===== config.mk =====
export PLATFORM = sky130hd
export DESIGN_NAME = pin_debounce_and_adc_averager
export DESIGN_NICKNAME = d
export VERILOG_FILES = /design/src/hdl/pdadc_pkg.sv /design/src/hdl/pdadc_debounce.sv /design/src/hdl/pdadc_average.sv /design/src/hdl/pin_debounce_and_adc_averager.sv
export SDC_FILE = /design/constraint.sdc
export NUM_CORES = 1
export LEC_CHECK = 0
export ABC_AREA = 1
export BUFFER_PORTS_ARGS = -buffer_cell sky130_fd_sc_hd__buf_2
export CAP_MARGIN = 5
export CELL_PAD_IN_SITES_DETAIL_PLACEMENT = 1
export CELL_PAD_IN_SITES_GLOBAL_PLACEMENT = 1
export CORE_ASPECT_RATIO = 0.9
export CORE_MARGIN = 8
export CORE_UTILIZATION = 42
export CTS_CLUSTER_DIAMETER = 200
export DETAILED_ROUTE_END_ITERATION = 12
export GPL_TIMING_DRIVEN = 1
export PLACE_DENSITY = 0.69
export SETUP_SLACK_MARGIN = 0.5
export SYNTH_ARGS = -nofsm -noshare
export SYNTH_HDL_FRONTEND = slang
export SYNTH_SLANG_ARGS = --single-unit

===== constraint.sdc =====
create_clock -name clk -period 2.98 [get_ports clk]
set_input_delay 0.298 -clock clk [delete_from_list [all_inputs] [get_ports clk]]
set_output_delay 0.298 -clock clk [all_outputs]
set_load 0.02 [all_outputs]

===== src/hdl/pdadc_pkg.sv =====
`default_nettype none
// ----------------------------------------------------------------------------
// pdadc_pkg: shared types and constants
// Field widths, debounce patterns and block length for the pin debounce and
// converter averaging block.
// ----------------------------------------------------------------------------
package pdadc_pkg;

    localparam int PIN_COUNT   = 9;
    localparam int SAMPLE_BITS = 12;
    localparam int HIST_BITS   = 8;
    localparam int AVG_BITS    = 16;
    localparam int BLOCK_TICKS = 32;
    localparam int COUNT_BITS  = $clog2(BLOCK_TICKS);
    localparam int SUM_BITS    = SAMPLE_BITS + COUNT_BITS;

    // one high then seven lows sets the bit; one low then seven highs clears it
    localparam logic [HIST_BITS-1:0] HIST_ROSE_LOW  = 8'h80;
    localparam logic [HIST_BITS-1:0] HIST_ROSE_HIGH = 8'h7F;
    localparam logic [HIST_BITS-1:0] HIST_INIT      = 8'hFF;

    localparam logic [COUNT_BITS-1:0] LAST_TICK = COUNT_BITS'(BLOCK_TICKS - 1);

    typedef struct packed {
        logic [PIN_COUNT-1:0]   pin_levels;
        logic [SAMPLE_BITS-1:0] adc_sample_a;
        logic [SAMPLE_BITS-1:0] adc_sample_b;
    } sample_t;

    typedef struct packed {
        logic [PIN_COUNT-1:0] debounced_bits;
        logic [AVG_BITS-1:0]  average_a;
        logic [AVG_BITS-1:0]  average_b;
        logic                 averages_updated;
    } result_t;

    typedef struct packed {
        logic [AVG_BITS-1:0] average_a;
        logic [AVG_BITS-1:0] average_b;
        logic                updated;
    } avg_status_t;

endpackage
`default_nettype wire


===== src/hdl/pdadc_debounce.sv =====
`default_nettype none
// ----------------------------------------------------------------------------
// pdadc_debounce: per-pin history debounce
// Shifts each pin level into an 8-sample history and sets or clears the
// qualified bit on the exact edge patterns.
// ----------------------------------------------------------------------------
module pdadc_debounce (
    input  wire logic                           clk,
    input  wire logic                           rst_n,
    input  wire logic                           enable,
    input  wire logic [pdadc_pkg::PIN_COUNT-1:0] levels,
    output logic      [pdadc_pkg::PIN_COUNT-1:0] qualified_next
);

    logic [pdadc_pkg::HIST_BITS-1:0] hist_reg  [pdadc_pkg::PIN_COUNT];
    logic [pdadc_pkg::HIST_BITS-1:0] hist_next [pdadc_pkg::PIN_COUNT];
    logic [pdadc_pkg::PIN_COUNT-1:0] qualified_reg;

    // shift in the new level and test the patterns, pin by pin
    always_comb
    begin
        for (int i = 0; i < pdadc_pkg::PIN_COUNT; i++)
        begin
            hist_next[i] = {hist_reg[i][pdadc_pkg::HIST_BITS-2:0], levels[i]};
            if (hist_next[i] == pdadc_pkg::HIST_ROSE_LOW)
            begin
                qualified_next[i] = 1'b1;
            end
            else if (hist_next[i] == pdadc_pkg::HIST_ROSE_HIGH)
            begin
                qualified_next[i] = 1'b0;
            end
            else
            begin
                qualified_next[i] = qualified_reg[i];
            end
        end
    end

    // advance the histories once per processed tick
    always_ff @(posedge clk or negedge rst_n)
    begin
        if (!rst_n)
        begin
            for (int i = 0; i < pdadc_pkg::PIN_COUNT; i++)
            begin
                hist_reg[i] <= pdadc_pkg::HIST_INIT;
            end
            qualified_reg <= '0;
        end
        else if (enable)
        begin
            for (int i = 0; i < pdadc_pkg::PIN_COUNT; i++)
            begin
                hist_reg[i] <= hist_next[i];
            end
            qualified_reg <= qualified_next;
        end
    end

endmodule
`default_nettype wire


===== src/hdl/pdadc_average.sv =====
`default_nettype none
// ----------------------------------------------------------------------------
// pdadc_average: block averager for the two converter channels
// Accumulates 32 ticks per block and holds half of each block sum.
// ----------------------------------------------------------------------------
module pdadc_average (
    input  wire logic                             clk,
    input  wire logic                             rst_n,
    input  wire logic                             enable,
    input  wire logic [pdadc_pkg::SAMPLE_BITS-1:0] sample_a,
    input  wire logic [pdadc_pkg::SAMPLE_BITS-1:0] sample_b,
    output pdadc_pkg::avg_status_t                status_next,
    output logic                                  block_start
);

    logic [pdadc_pkg::SUM_BITS-1:0]   sum_a_reg, sum_a_next;
    logic [pdadc_pkg::SUM_BITS-1:0]   sum_b_reg, sum_b_next;
    logic [pdadc_pkg::COUNT_BITS-1:0] count_reg, count_next;
    logic [pdadc_pkg::AVG_BITS-1:0]   avg_a_reg, avg_b_reg;
    logic [pdadc_pkg::SUM_BITS-1:0]   total_a, total_b;
    logic                             block_end;

    // add this tick and close the block on its last tick
    always_comb
    begin
        total_a   = sum_a_reg + pdadc_pkg::SUM_BITS'(sample_a);
        total_b   = sum_b_reg + pdadc_pkg::SUM_BITS'(sample_b);
        block_end = (count_reg == pdadc_pkg::LAST_TICK);
        status_next.updated = block_end;
        if (block_end)
        begin
            status_next.average_a = pdadc_pkg::AVG_BITS'(total_a >> 1);
            status_next.average_b = pdadc_pkg::AVG_BITS'(total_b >> 1);
            sum_a_next = '0;
            sum_b_next = '0;
            count_next = '0;
        end
        else
        begin
            status_next.average_a = avg_a_reg;
            status_next.average_b = avg_b_reg;
            sum_a_next = total_a;
            sum_b_next = total_b;
            count_next = count_reg + pdadc_pkg::COUNT_BITS'(1);
        end
    end

    assign block_start = (count_reg == '0);

    // hold the sums and averages between ticks
    always_ff @(posedge clk or negedge rst_n)
    begin
        if (!rst_n)
        begin
            sum_a_reg <= '0;
            sum_b_reg <= '0;
            count_reg <= '0;
            avg_a_reg <= '0;
            avg_b_reg <= '0;
        end
        else if (enable)
        begin
            sum_a_reg <= sum_a_next;
            sum_b_reg <= sum_b_next;
            count_reg <= count_next;
            avg_a_reg <= status_next.average_a;
            avg_b_reg <= status_next.average_b;
        end
    end

endmodule
`default_nettype wire


===== src/hdl/pin_debounce_and_adc_averager.sv =====
`default_nettype none
// ----------------------------------------------------------------------------
// pin_debounce_and_adc_averager: pin debounce and converter block averaging
// Top level: input register, debounce and averaging logic, result register.
// ----------------------------------------------------------------------------
// Each sample transfer is one sampling tick and yields exactly one result
// transfer, in order. A tick is registered on entry, processed by the
// per-pin shift-and-compare logic and the two block adders once the result
// register is free, and lands in the result register; a new tick is taken
// every cycle while the result side keeps up. The result register
// frees as it is taken, so the entry register only stalls when both hold an
// item and the result side is stalling. debounced_bits shows a set bit for a
// pin that has qualified low; averages_updated is high on the tick that
// closes each 32-tick block, when average_a and average_b take half the
// block sums. No warm-up sweep is needed after reset.
module pin_debounce_and_adc_averager (
    input  wire logic               clk,
    input  wire logic               rst_n,
    input  wire logic               sample_valid,
    output logic                    sample_stall,
    input  wire pdadc_pkg::sample_t sample,
    output logic                    result_valid,
    input  wire logic               result_stall,
    output pdadc_pkg::result_t      result
);

    logic                   entry_valid_reg;
    pdadc_pkg::sample_t     entry_reg;
    logic                   result_valid_reg;
    pdadc_pkg::result_t     result_reg;
    logic                   result_free;
    logic                   process;
    logic [pdadc_pkg::PIN_COUNT-1:0] qualified_next;
    pdadc_pkg::avg_status_t avg_next;
    logic                   block_start;

    // pipeline control
    assign result_free  = !result_valid_reg || !result_stall;
    assign process      = entry_valid_reg && result_free;
    assign sample_stall = entry_valid_reg && !result_free;

    pdadc_debounce u_debounce (
        .clk            (clk),
        .rst_n          (rst_n),
        .enable         (process),
        .levels         (entry_reg.pin_levels),
        .qualified_next (qualified_next)
    );

    pdadc_average u_average (
        .clk         (clk),
        .rst_n       (rst_n),
        .enable      (process),
        .sample_a    (entry_reg.adc_sample_a),
        .sample_b    (entry_reg.adc_sample_b),
        .status_next (avg_next),
        .block_start (block_start)
    );

    // hold the entry register until its tick is processed
    always_ff @(posedge clk or negedge rst_n)
    begin
        if (!rst_n)
        begin
            entry_valid_reg <= 1'b0;
        end
        else if (!sample_stall)
        begin
            entry_valid_reg <= sample_valid;
        end
    end

    always_ff @(posedge clk)
    begin
        if (!sample_stall && sample_valid)
        begin
            entry_reg <= sample;
        end
    end

    // advance the result register when it is free
    always_ff @(posedge clk or negedge rst_n)
    begin
        if (!rst_n)
        begin
            result_valid_reg <= 1'b0;
        end
        else if (result_free)
        begin
            result_valid_reg <= entry_valid_reg;
        end
    end

    always_ff @(posedge clk)
    begin
        if (process)
        begin
            result_reg.debounced_bits   <= qualified_next;
            result_reg.average_a        <= avg_next.average_a;
            result_reg.average_b        <= avg_next.average_b;
            result_reg.averages_updated <= avg_next.updated;
        end
    end

    assign result_valid = result_valid_reg;
    assign result       = result_reg;

    // a stall only occurs with a tick waiting at the entry
    a_stall_needs_entry: assert property (@(posedge clk) disable iff (!rst_n)
        sample_stall |-> entry_valid_reg)
        else $error("sample stall without a waiting tick");

    // closing a block restarts the tick count
    a_block_restart: assert property (@(posedge clk) disable iff (!rst_n)
        (process && avg_next.updated) |=> block_start)
        else $error("block count did not restart after block end");

    // a stalled result stays valid and unchanged
    a_result_hold: assert property (@(posedge clk) disable iff (!rst_n)
        (result_valid_reg && result_stall) |=> (result_valid_reg && $stable(result_reg)))
        else $error("stalled result changed");

endmodule
`default_nettype wire


-- Word level (Yosys, flattened, before mapping)
Cells that the tools add are included.
- bits in registers: 220
- word-level logic and storage cells: 76
- add/subtract/negate cells: 3
- multiplexer cells: 22
- reductions and logical operators: 8
- equality and inequality tests: 19
- operators with widths (operator ; number):
    8-bit by 7-bit equality test with 1-bit output (second input constant) ; 9
    8-bit equality test (second input constant) ; 9
    17-bit by 12-bit adder with 17-bit output ; 2
    17-bit 2-to-1 mux ; 2
    32-bit 2-to-1 mux ; 1
    1-bit 2-to-1 mux ; 18
    5-bit by 1-bit adder with 5-bit output (second input constant) ; 1
    5-bit equality test (second input constant) ; 1
    5-bit 2-to-1 mux ; 1
    1-bit zero test ; 4
    1-bit logical AND ; 3
    1-bit logical OR ; 1

-- Depth between registers and ports, before layout
- word-level depth: 6
- mapped depth: 13
- depth with buffers taken out: 13

-- Hierarchy
A second synthesis with hierarchy kept.
- cells, all modules: 1194
- area total of the unflattened synthesis: 10576.4 µm²
- by module, submodules not included (module ; instances ; cells each ; area each (µm²)):
    pdadc_average ; 1 ; 704 ; 4822.1
    pdadc_debounce ; 1 ; 403 ; 3407.0
    pin_debounce_and_adc_averager ; 1 ; 87 ; 2347.3

-- Worst setup path before layout
Ideal clock, no wire load.
- kind: register to register
- start: register entry_reg[12] (netlist bit)
- end: register result_reg, in the netlist result[22], data pin
- data arrival time: 1.657 ns
- buffers on the path: 0
- stages on the path, launching flop included: 10
- path slack: 1.058 ns
- cell sequence: edfxtp_1 ha_1 fa_1 nand2_1 nand2_1 nand3b_1 nand2_2 or2_1 nand3_1 o21ai_1
- RTL lines (what ; line ; text):
    start: declaration ; pin_debounce_and_adc_averager.sv:28 ; pdadc_pkg::sample_t entry_reg;
    start signal: assignment ; pin_debounce_and_adc_averager.sv:77 ; entry_reg <= sample;
    end: declaration ; pin_debounce_and_adc_averager.sv:30 ; pdadc_pkg::result_t result_reg;

==> impl_metrics.env <==
export IMPL_drt_wirelength_per_cell_um=15.8
export IMPL_htreeDepth=1
export IMPL_finalCriticalPeriod_ps=2120
export IMPL_ys_types=34
export IMPL_power_share_sequential_pct=41.8
export IMPL_start_util_pct=42.7
export IMPL_place_area_sq_mm=0.0111
export IMPL_cts_tree="built"
export IMPL_syn_num_nets=1220
export IMPL_clock_latency_ps=530
export IMPL_postRouteWirelength_um=25400
export IMPL_powerDensity_mw_per_mm2=972
export IMPL_grt_use_met1_pct=22.7
export IMPL_post_route_drc_count=0
export IMPL_num_io_pins=81
export IMPL_crit_fanout=4
export IMPL_overflow=0
export IMPL_clock_root_buffer="clkbuf_16"
export IMPL_fp_dieW_um=182
export IMPL_slew_headroom_pct=51.1
export IMPL_fmax_ghz=0.472
export IMPL_r2r_setup_slack_ps=860
export IMPL_slew_viol_final=0
export IMPL_synth_edf_count=75
export IMPL_tightest_slew_ps=733
export IMPL_fin_setup_tns_ps=0
export IMPL_syn_to_final_growth_pct=18.5
export IMPL_p_switching_w=0.00441
export IMPL_syn_inst=1155
export IMPL_antenna_cells=0
export IMPL_path_common_cell="nand2_1"
export IMPL_hold_class="primary input to flip-flop"
export IMPL_min_period_over_period_pct=71.1
export IMPL_min_path_cells=3
export IMPL_stdcell_count=1602
export IMPL_syn_area_sq_mm=0.0104
export IMPL_finalWeightedCongestion=0.791
export IMPL_crit_path_start_kind="flip-flop"
export IMPL_clkSinkCount=220
export IMPL_hold_violations=0
export IMPL_reg2reg_from="entry_reg[12]"
export IMPL_max_stage_delay_ps=450
export IMPL_fp_dieH_um=165
export IMPL_hold_start="result_stall"
export IMPL_core_area_sq_mm=0.0243
export IMPL_fin_ws_ps=862
export IMPL_final_cell_area_sq_mm=0.0123
export IMPL_status="finished, final reports clean"
export IMPL_worst_hold_path_endpoint="result_valid"
export IMPL_antenna_left=0
export IMPL_cts_buffers=25
export IMPL_clock_skew_ps=6.64
export IMPL_nFillCells=2820
export IMPL_vias=7984
export IMPL_finalNetCount=1340
export IMPL_drive_gt1_share_pct=18.1
export IMPL_grt_max_degree=83
export IMPL_max_vdd_ir_drop_uv=492
export IMPL_postSynth_topFlopCell="dfrtp_1"
export IMPL_grtUsageMet2_pct=30.4
export IMPL_crit_path_end_kind="flip-flop"
export IMPL_num_rows=54
export IMPL_post_cts_buffers=0
export IMPL_rsz0062_at_grt="false"
export IMPL_die_area_sq_mm=0.0300
export IMPL_worstPathCellList="ha_1 -> fa_1 -> nand2_1 -> nand2_1 -> nand3_2 -> nand2_2 -> or2_1 -> nand3_1 -> o21ai_1"
export IMPL_synth_seq_cells=220
export IMPL_vias_per_cell=4.98
export IMPL_cts_resized_gates=0
export IMPL_cts_max_path_buffers=3
export IMPL_antenna_found_initial=0
export IMPL_first_pass_iters=4
export IMPL_busiest_layer="met2"
export IMPL_cp_arrival_ps=2390
export IMPL_post_place_ws_ps=892
export IMPL_power_leakage_nw=5.77
export IMPL_intPower_w=0.00752
export IMPL_r2r_end="result[24]"
export IMPL_grt_pass1_wl_um=43100
export IMPL_path_clk_slew_ps=60
export IMPL_post_dp_hpwl_um=17100
export IMPL_combinationalPowerShare_pct=32.4
export IMPL_setup_viol=0
export IMPL_place_inst=1522
export IMPL_io_buffers=80
export IMPL_critical_path_slowest_cell="fa_1"
export IMPL_syn_area_per_cell_sq_um=8.97
export IMPL_first_iter_violations=263
export IMPL_grt_util_met3_pct=2.60
export IMPL_holdBufCountCts=34
export IMPL_cap_violations=0
export IMPL_grt_pass1_vias=8474
export IMPL_async_flop_share_pct=65.9
export IMPL_largest_reg_flops=63
export IMPL_cp_data_required_time_ps=3250
export IMPL_yosysSeqAreaShare_pct=57.5
export IMPL_crit_type="flip-flop to flip-flop"
export IMPL_swShare_pct=36.9
export IMPL_ys_warnings_count=0
export IMPL_clock_power_share_pct=25.9
export IMPL_reg2reg_depth=9
export IMPL_grt_usage_pct=17.5
==> layout make-up <==
class | instances | area, sq um | area share, %
clock buffers | 27 | 664 | 5.41
clock inverters | 19 | 164 | 1.33
inverters | 148 | 556 | 4.52
multi-input cells | 752 | 3680 | 30.0
flip-flops and latches | 220 | 5960 | 48.5
well taps | 308 | 385 | 3.14
repair buffers | 128 | 865 | 7.04
==> worst max-delay path by stage <==
stage	from	end	slack [ps]	depth (start not counted)
2_1_floorplan	entry_reg[12]	result[22]	1060	9
3_3_place_gp	entry_reg[12]	result[24]	930	9
3_5_place_dp	entry_reg[12]	result[24]	890	9
4_1_cts	entry_reg[12]	result[24]	850	9
5_1_grt	u_average.sum_b_reg[0]	result[14]	690	13
6_report	entry_reg[12]	result[24]	860	9
==> kinds of logic (layout without fill, tap and decap cells) <==
group	Yosys count	after routing	share of synthesized area (%)
and+or+nand+nor	572	572	24.1
DFF	220	220	57.5
buffers and inverters	183	322	7.01
AOI/OAI and AO/OA	144	144	7.15
adders and majority gates	28	28	3.53
xor gates and xnor gates	8	8	0.676
==> power groups by stage <==
stage | registers (W) | clock network, W | logic (W)
finish | 0.00498 | 0.00308 | 0.00386
global route | 0.00512 | 0.00328 | 0.00446
CTS | 0.00499 | 0.00317 | 0.00393
detailed placement | 0.00503 | 0 | 0.00386
global placement | 0.00499 | 0 | 0.00372
floorplan | 0.00503 | 0 | 0.00268
==> critical path: cells and delay by family, from the launching register on <==
| family | cells | cell delay [ps] |
|---|---|---|
| flops | 1 | 370 |
| fa+ha+maj | 2 | 710 |
| compound gates | 1 | 70 |
| simple gates | 6 | 720 |
==> cells in the final DEF (no fill, tap or decap), types with 3 or more instances in the layout <==
| cell | Yosys | final |
|---|---|---|
| nand3_1 | 90 | 90 |
| buf_2 | 23 | 79 |
| o21ai_0 | 108 | 108 |
| buf_4 | 3 | 13 |
| inv_2 | 3 | 4 |
| inv_1 | 144 | 144 |
| nand3b_1 | 5 | 5 |
| or2_4 | 4 | 4 |
| nor2_1 | 32 | 31 |
| clkbuf_16 | 0 | 26 |
| nand3_2 | 5 | 5 |
| a22o_1 | 5 | 5 |
| a21oi_1 | 18 | 18 |
| dfrtp_1 | 82 | 82 |
| o21ai_1 | 12 | 12 |
| nand2_1 | 377 | 377 |
| edfxtp_1 | 75 | 75 |
| or2_1 | 5 | 5 |
| nand4_1 | 27 | 27 |
| nor3_1 | 6 | 6 |
| dlygate4sd3_1 | 0 | 34 |
| xor2_1 | 5 | 5 |
| ha_1 | 26 | 26 |
| clkinv_2 | 0 | 11 |
| nand2_2 | 14 | 13 |
| dfstp_2 | 63 | 63 |
| xnor2_1 | 3 | 3 |
==> through the flow <==
stage	hold slack, ps	power, W	utilization (%)
after floorplan	2.41	0.00771	-
after global placement	379	0.00872	45.8
after detailed placement	377	0.00889	45.8
after CTS	20.6	0.0121	50.6
after global routing	43.9	0.0129	50.6
final	48.1	0.0119	50.6
==> synthesized netlist by cell type (2+ instances only) <==
cell      count  share of area (%)
clkbuf_1      8               0.29
edfxtp_1     75                 22
nor3_1        6               0.29
nor3_2        2               0.19
nand3_1      90                4.3
or2_1         5               0.30
nand3_2       5               0.48
fa_1          2               0.39
nand4_1      27                1.6
dfrtp_1      82                 20
nor2_1       32                1.2
buf_2        23                1.1
buf_4         3               0.22
nand3b_1      5               0.36
xor2_1        5               0.42
dfstp_2      63                 16
xnor2_1       3               0.25
inv_1       144                5.2
and2_1        2               0.12
inv_2         3               0.11
o21ai_1      12               0.58
nand2_2      14               0.85
a22o_1        5               0.42
or2_4         4               0.34
o21ai_0     108                5.2
nand2_1     377                 14
a21oi_1      18               0.87
ha_1         26                3.1
==> layer usage <==
layer | up-vias | wire, um
li1 | 3989 | -
met1 | 3843 | 11900
met2 | 114 | 12100
met3 | 38 | 863
met4 | 0 | 565
met5 | - | 0
(Power assumes the default switching activity.)
